[config.mk]
export PLATFORM = sky130hd
export DESIGN_NAME = four_channel_fir_lowpass_top
export DESIGN_NICKNAME = d
export VERILOG_FILES = /design/src/hdl/fclp_pkg.sv /design/src/hdl/four_channel_fir_lowpass_top.sv
export SDC_FILE = /design/constraint.sdc
export NUM_CORES = 2
export LEC_CHECK = 0
export BUFFER_PORTS_ARGS = -buffer_cell sky130_fd_sc_hd__buf_2
export CAP_MARGIN = 40
export CORE_MARGIN = 5
export CORE_UTILIZATION = 50
export CTS_BUF_LIST = sky130_fd_sc_hd__clkbuf_8
export DETAILED_ROUTE_END_ITERATION = 10
export GPL_ROUTABILITY_DRIVEN = 0
export PLACE_DENSITY = 0.76
export SLEW_MARGIN = 30
export SYNTH_ARGS = -nofsm -noshare
export SYNTH_HDL_FRONTEND = slang
export SYNTH_SLANG_ARGS = --single-unit
[constraint.sdc]
create_clock -name clk -period 34.3 [get_ports clk]
set_input_delay 6.86 -clock clk [delete_from_list [all_inputs] [get_ports clk]]
set_output_delay 6.86 -clock clk [all_outputs]
set_load 0.02 [all_outputs]
[src/hdl/fclp_pkg.sv]
// Shared constants and tap arithmetic for the four-channel FIR low-pass filter.
package fclp_pkg;

  // Filter geometry
  localparam int TAPS         = 10;
  localparam int CHANNELS_DEF = 4;

  // Field widths
  localparam int CH_W   = 2;
  localparam int SMP_W  = 16;
  localparam int ACC_W  = 32;
  localparam int COEF_W = 17;

  typedef logic [SMP_W-1:0] sample_t;
  typedef logic [ACC_W-1:0] acc_t;
  typedef logic signed [COEF_W-1:0] coef_t;

  // Q16 low-pass coefficients, tap 0 (newest) first
  localparam coef_t COEF [TAPS] = '{
    -17'sd2605, -17'sd4732, 17'sd3500, 17'sd20841, 17'sd30419,
    17'sd20841, 17'sd3500, -17'sd4732, -17'sd2605, 17'sd1108
  };

  // One weighted tap, reduced modulo 2^32 (two's complement wrap)
  function automatic acc_t tap_term(input sample_t tap, input coef_t coef);
    logic signed [2*COEF_W-1:0] prod;
    logic signed [COEF_W-1:0]   tap_s;
    tap_s = $signed({1'b0, tap});
    prod  = coef * tap_s;
    return prod[ACC_W-1:0];
  endfunction

endpackage

[src/hdl/four_channel_fir_lowpass_top.sv]
// Four-channel 10-tap FIR low-pass filter with per-channel delay lines.
//
//  channel | direction | tdata               | tuser         | tlast
//  in_     | slave     | [15:0] sample       | [1:0] channel | -
//  out_    | master    | [15:0] filtered     | [1:0] channel | -
//
// One request per cycle sustained while out_tready stays high; an accepted
// request passes an input register holding the shifted tap snapshot, then the
// constant-coefficient multiply and adder tree into the result register that drives out_tvalid.
// rst_n (synchronous) loads tap 0 of each channel with channel + 1, others zero.
// A stall on out_tready holds the result register and backs up into the input
// register; in_tready drops only when both stages are full.
module four_channel_fir_lowpass_top #(
  parameter int CHANNELS = fclp_pkg::CHANNELS_DEF
) (
  input  logic        clk,
  input  logic        rst_n,
  input  logic        in_tvalid,
  output logic        in_tready,
  input  logic [15:0] in_tdata,   // [15:0] sample
  input  logic [1:0]  in_tuser,   // [1:0] channel
  output logic        out_tvalid,
  input  logic        out_tready,
  output logic [15:0] out_tdata,  // [15:0] filtered
  output logic [1:0]  out_tuser   // [1:0] out_channel
);

  localparam int TAPS = fclp_pkg::TAPS;

  // Delay lines, one row per channel
  fclp_pkg::sample_t line_r [CHANNELS][TAPS];

  // Input stage
  logic              s1_vld_r;
  logic              s1_hit_r;
  logic [1:0]        s1_ch_r;
  fclp_pkg::sample_t s1_tap_r [TAPS];

  // Result stage
  logic              out_vld_r;
  logic [1:0]        out_ch_r;
  logic [15:0]       out_dat_r;

  logic              in_acc;
  logic              s1_adv;
  logic              out_adv;
  logic              hit;
  logic [CHANNELS-1:0] ch_sel;
  fclp_pkg::sample_t old_tap [TAPS];
  fclp_pkg::acc_t    acc;
  logic [15:0]       filt_nxt;

  // Handshake: each stage advances when its downstream slot is free
  assign out_adv   = !out_vld_r || out_tready;
  assign s1_adv    = !s1_vld_r || out_adv;
  assign in_tready = s1_adv;
  assign in_acc    = in_tvalid && in_tready;

  // Channel decode and selection of the addressed row
  always_comb begin
    for (int c = 0; c < CHANNELS; c++) begin
      ch_sel[c] = (int'(in_tuser) == c);
    end
    hit = |ch_sel;
    for (int k = 0; k < TAPS; k++) begin
      old_tap[k] = '0;
      for (int c = 0; c < CHANNELS; c++) begin
        old_tap[k] = old_tap[k] | (line_r[c][k] & {fclp_pkg::SMP_W{ch_sel[c]}});
      end
    end
  end

  // Delay line shift on accept
  always_ff @(posedge clk) begin
    if (!rst_n) begin
      for (int c = 0; c < CHANNELS; c++) begin
        for (int k = 0; k < TAPS; k++) begin
          line_r[c][k] <= (k == 0) ? fclp_pkg::SMP_W'(c + 1) : '0;
        end
      end
    end else if (in_acc) begin
      for (int c = 0; c < CHANNELS; c++) begin
        if (ch_sel[c]) begin
          line_r[c][0] <= in_tdata;
          for (int k = 1; k < TAPS; k++) begin
            line_r[c][k] <= line_r[c][k-1];
          end
        end
      end
    end
  end

  // Input register: valid flag
  always_ff @(posedge clk) begin
    if (!rst_n) begin
      s1_vld_r <= 1'b0;
    end else if (s1_adv) begin
      s1_vld_r <= in_tvalid;
    end
  end

  // Input register: snapshot of the shifted line
  always_ff @(posedge clk) begin
    if (in_acc) begin
      s1_hit_r    <= hit;
      s1_ch_r     <= in_tuser;
      s1_tap_r[0] <= in_tdata;
      for (int k = 1; k < TAPS; k++) begin
        s1_tap_r[k] <= old_tap[k-1];
      end
    end
  end

  // Weighted sum, wrapped to 32 bits
  always_comb begin
    acc = '0;
    for (int k = 0; k < TAPS; k++) begin
      acc = acc + fclp_pkg::tap_term(s1_tap_r[k], fclp_pkg::COEF[k]);
    end
    filt_nxt = s1_hit_r ? acc[31:16] : '0;
  end

  // Result register: valid flag
  always_ff @(posedge clk) begin
    if (!rst_n) begin
      out_vld_r <= 1'b0;
    end else if (out_adv) begin
      out_vld_r <= s1_vld_r;
    end
  end

  // Result register: payload
  always_ff @(posedge clk) begin
    if (out_adv && s1_vld_r) begin
      out_ch_r  <= s1_ch_r;
      out_dat_r <= filt_nxt;
    end
  end

  assign out_tvalid = out_vld_r;
  assign out_tdata  = out_dat_r;
  assign out_tuser  = out_ch_r;

endmodule
# Word level (Yosys, flattened, before mapping)
# Memory sizes are Yosys's and may differ from the RTL's.
# Index checks and enable logic that the tools add are counted.
[classes]
n_addsub = 9
multipliers = 10
n_eq_ne = 3
mux = 59
n_bitwise = 103
n_reduce_logical = 8
[op_table]
columns = ["cell", "n"]
rows = [
  ["16-bit 2-to-1 mux", 40],
  ["16-bit bitwise AND", 36],
  ["16-bit OR", 27],
  ["32-bit by 31-bit adder with 32-bit output", 3],
  ["15-bit by 16-bit multiplier with 31-bit output, first input constant", 3],
  ["32-bit by 28-bit adder with 32-bit output", 2],
  ["32-bit adder", 2],
  ["13-bit by 17-bit multiplier with 30-bit output, first input constant", 2],
  ["12-bit by 17-bit multiplier with 29-bit output, first input constant", 2],
  ["10-bit by 16-bit multiplier with 26-bit output, first input constant", 2],
  ["1-bit OR", 40],
  ["30-bit by 31-bit adder with 32-bit output", 1],
  ["32-bit by 27-bit adder with 32-bit output", 1],
  ["9-bit by 16-bit multiplier with 25-bit output, first input constant", 1],
  ["1-bit 2-to-1 mux", 19],
  ["2-bit equality test, second input constant", 2],
  ["4-bit OR reduction", 1],
  ["2-bit by 1-bit equality test with 1-bit output, second input constant", 1],
  ["1-bit logical AND", 2],
  ["1-bit logical NOT", 2],
  ["2-bit logical NOT", 1],
  ["1-bit logical OR", 2],
]
[totals]
regBits = 23
mem_bits_rw = 800
out_inout_bits = 20
word_cells = 200
memories = 2
[mem_list]
columns = ["memory", "depth", "word_bits", "rd", "rd_clocked_by_memory_dff", "wr", "line", "source"]
rows = [
  ["line_r", 4, 160, 4, 0, 4, "four_channel_fir_lowpass_top.sv:31", "fclp_pkg::sample_t line_r [CHANNELS][TAPS];"],
  ["s1_tap_r", 10, 16, 10, 0, 10, "four_channel_fir_lowpass_top.sv:37", "fclp_pkg::sample_t s1_tap_r [TAPS];"],
]

# Logic depth before layout (Yosys ltp)
# An unclocked memory read counts as a cell.
[logic_depth]
word_depth = 11
mapped_depth = 45
ltp_nobuf = 45

# Worst setup path after synthesis
# No wires, ideal clock.
[synth_timing]
kind = "in2reg"
start = "in in_tuser[1]"
end = "mem line_r[0][100] in the netlist's numbering (enable)"
setup_ns = 0.860
arrival_time_ns = 18.025
t_required_ns = 33.440
setup_slack_ns = 15.415
path_stages = 4
cell_sequence = "clkbuf_1 > clkbuf_1 > clkbuf_1 > o31ai_1"
[synth_lines]
columns = ["element", "line", "source"]
rows = [
  ["start, declared", "four_channel_fir_lowpass_top.sv:21", "input logic [1:0] in_tuser,"],
  ["end, declared", "four_channel_fir_lowpass_top.sv:31", ""],
]

# Worst setup path after layout
[layout_timing]
start = "in out_tready"
end = "out in_tready"
[layout_via]
elab_chain_cells = 2
[layout_rtl]
columns = ["element", "line", "source"]
rows = [
  ["start, declared", "four_channel_fir_lowpass_top.sv:23", "input logic out_tready,"],
  ["1-bit logical OR", "four_channel_fir_lowpass_top.sv:54", "assign out_adv = !out_vld_r || out_tready;"],
  ["1-bit logical OR", "four_channel_fir_lowpass_top.sv:55", "assign s1_adv = !s1_vld_r || out_adv;"],
  ["end, declared", "four_channel_fir_lowpass_top.sv:19", "output logic in_tready,"],
]
# Every way passes these cells.

==> impl_metrics.csv <==
group,metric,value,unit
status,status,"finished clean",
sta,max_clock_freq,69.6,MHz
worst_setup_path,start_kind,"primary input",
final_layout,area_delta_synth_final,6.92,%
route,drt_wl_total,177,mm
yosys,synth_area_per_cell,12.4,um^2
worst_setup_path,crit_chain,"buf_2 > nor2b_1 > nand2_1 > buf_2",
placed_design,dp_hpwl,146,mm
global_route,grt_overflow,0,
floorplanning,start_util,0.502,
global_route,grt_pass1_vias,45710,
global_route,grtUsageMet1,0.320,
yosys,synth_top_area_frac,0.316,
worst_setup_path,cp-end-kind,"output port",
sta,drv_slew,0,
yosys,synthCells,5832,
worst_setup_path,critical_path_buf_inv_count,2,
placed_design,io_buffers,41,
route,dr.first_iter.drc_count,3023,
floorplanning,dieHeight,390,um
worst_setup_path,crit_required,27.44,ns
cts,clk_latency,0.85,ns
floorplanning,fp.dieArea,152000,um^2
hold_path,hold_end,"out_tuser[1]$_DFFE_PP_",
hold_path,hp-class,"flip-flop to flip-flop",
route,routed_via_density,5.34,
cts,clk_pin_slew,0.06,ns
cts,numCtsBuffers,118,
floorplanning,ios,42,
sta,finalCritPeriodShare,0.419,
sta,setup_viol,0,
global_route,antenna_found_initial,8,
worst_setup_path,r2r_end,"out_tdata[13]$_SDFFCE_PN0P_",
cts,cts_setup_buffers,0,
worst_setup_path,crit_path_start,"out_tready",
hold_path,worst_hold_path.num_cells,0,
yosys,ys_seq_area_frac,0.316,
sta,tightest_slew,0.958,ns
cts,cts-root-buf,"clkbuf_8",
worst_setup_path,arrival,7.52,ns
global_route,grt_max_degree,145,
worst_setup_path,crit_family,"simple AND/OR/NAND/NOR gates",
global_route,grt_use_met2,0.375,
worst_setup_path,slowest_stage,"nor2b_1",
worst_setup_path,path_common_cell,"buf_2",
worst_setup_path,cp_max_fo,4,
worst_setup_path,reg2reg_slack,21.30,ns
job,maxCapViolCount,0,
floorplanning,die_w,390,um
yosys,synth_warnings,0,
final_layout,design_area,77000,um^2
final_layout,nets,7905,
hold_path,min_from,"s1_ch_r[1]$_DFFE_PP_",
global_route,grtUsageMet3,0.0523,
floorplanning,rows,139,
global_route,grt_pass1_wl,270,mm
floorplanning,design.core.area,143000,um^2
sta,skew,0.0766,ns
placed_design,dpl-instance-area,74800,um^2
worst_setup_path,critPathKind,"primary input to output port",
yosys,async_reset_ff_frac,0,
cts,cts_tree,"yes",
cts,clk_path_buf_depth,3,
yosys,syn_area,72000,um^2
sta,hold-worst-slack,0.428,ns
sta,rsz0062_at_grt,"false",
global_route,grt_usage,0.236,
final_layout,drive_gt1_frac,0.0680,
route,dr.pass1.iters,9,
sta,fin_crit,14.38,ns
cts,post_cts_resized,0,
worst_setup_path,reg2reg_depth,40,
yosys,synth_edf_count,757,
worst_setup_path,timing.rr.start,"s1_tap_r[8][5]$_DFFE_PP_",
cts,cts-htree-levels,3,
sta,hold_viol_final,0,
worst_setup_path,max_stage_delay,0.25,ns
route,vias,42389,
route,wl_per_cell,22.3,um
route,drc_errors,0,
sta,slew_headroom,0.361,
cts,ctsHoldBuffers,0,
sta,setup-tns-final,0,ns
cts,cts_sinks,759,
yosys,postSynthNetCount,7803,
yosys,synthDistinctLibCells,74,
yosys,synth_area_leaders,"edfxtp_1 (32%), fa_1 (26%), ha_1 (18%)",
route,antenna_left,0,
yosys,synth-seq-cells,759,
yosys,synth_ff_type,"edfxtp_1",
yosys,synth_area_leader_cell,"edfxtp_1",
global_route,grt.busiest_layer,"met2",
## per-stage QoR
step,instances,setup slack (ns),util
CTS,7928,19.93,0.536
global placement,7705,19.90,0.520
finish,7937,19.92,0.537
detailed placement,7714,19.92,0.521
global route,7933,19.88,0.537
floorplan,5832,15.42,-
## cell families (layout without fill, tap and decap cells)
group | after synthesis | after routing | share of synthesized area
adder cells (fa/ha/maj) | 1949 | 1949 | 0.435
buffers and inverters | 1655 | 1851 | 0.0862
AND/OR/NAND/NOR | 869 | 869 | 0.0703
flip-flops | 759 | 759 | 0.316
AO/OA/AOI/OAI | 311 | 311 | 0.0301
multiplexers | 145 | 145 | 0.0452
XOR/XNOR | 143 | 143 | 0.0174
other | 1 | 7 | 0.0000521
## synth_stat cells (all sizes together), types with 15 or more instances
library cell,instances
inv,1559
ha,1026
fa,923
edfxtp,757
and2,566
mux4,144
xnor2,92
a21oi,90
nor2,86
clkbuf,77
o21ai,60
nand2,53
xor2,51
nor3,34
a21o,31
nand2b,22
nand3,22
buf,19
nor2b,19
and3,18
or3,18
a31oi,15
o21a,15
o21bai,15
## per-layer routing
metal	up-vias	routed length, um	share of wire
met3	356	15300	0.087
met4	0	8060	0.046
li1	18967	-	-
met2	1440	81000	0.46
met5	-	0	0
met1	21626	72500	0.41
## worst max path at each step
| stage | endpoint | slack (ns) | depth (start not counted) |
|---|---|---|---|
| floorplan | line_r[0][100]$_SDFFCE_PP0P_ | 15.42 | 4 |
| global placement | in_tready | 19.90 | 4 |
| detailed placement | in_tready | 19.92 | 4 |
| CTS | in_tready | 19.93 | 4 |
| global route | in_tready | 19.88 | 4 |
| finish | in_tready | 19.92 | 4 |
## cell type report
type | instances | area, um^2
diodes | 6 | 15.0
fillers | 11831 | 66500
multi-input cells | 3418 | 43100
well taps | 1903 | 2380
repair buffers | 78 | 699
clock inverters | 96 | 542
inverters | 1559 | 5860
flip-flops and latches | 759 | 22800
clock buffers | 118 | 1620
## registers in the layout, indices dropped and copies added, names as in the netlist
| name | flops |
|---|---|
| line_r | 576 |
| out_tdata | 16 |
| out_tuser | 2 |
| out_tvalid | 1 |
| s1_ch_r | 2 |
| s1_hit_r | 1 |
| s1_tap_r | 160 |
| s1_vld_r | 1 |
## layout by cell type, fill, tap and decap left out, types with 9 or more instances in the layout
cell type  instances
buf_2             39
a21oi_1           85
or2_2              9
ha_1            1026
inv_1           1593
nor3_1            32
clkinv_1          36
o31ai_1            9
clkinv_2          13
or3_1             18
nor2_1            83
xor2_1            51
o21bai_1          15
fa_1             923
xnor2_1           92
and3_1            18
and2_1           565
a31oi_1           14
nand2b_1          22
mux4_2           144
a211oi_1          11
nand3_1           22
nand2_1           53
clkbuf_8         118
nor2b_1           18
edfxtp_1         757
a21o_1            31
o21ai_0           50
o211ai_1          12
buf_4             23
o21a_1            15
Power is left out: the tool's default activity adds up to more than one toggle a clock period on the data nets, which glitch-free logic cannot reach.
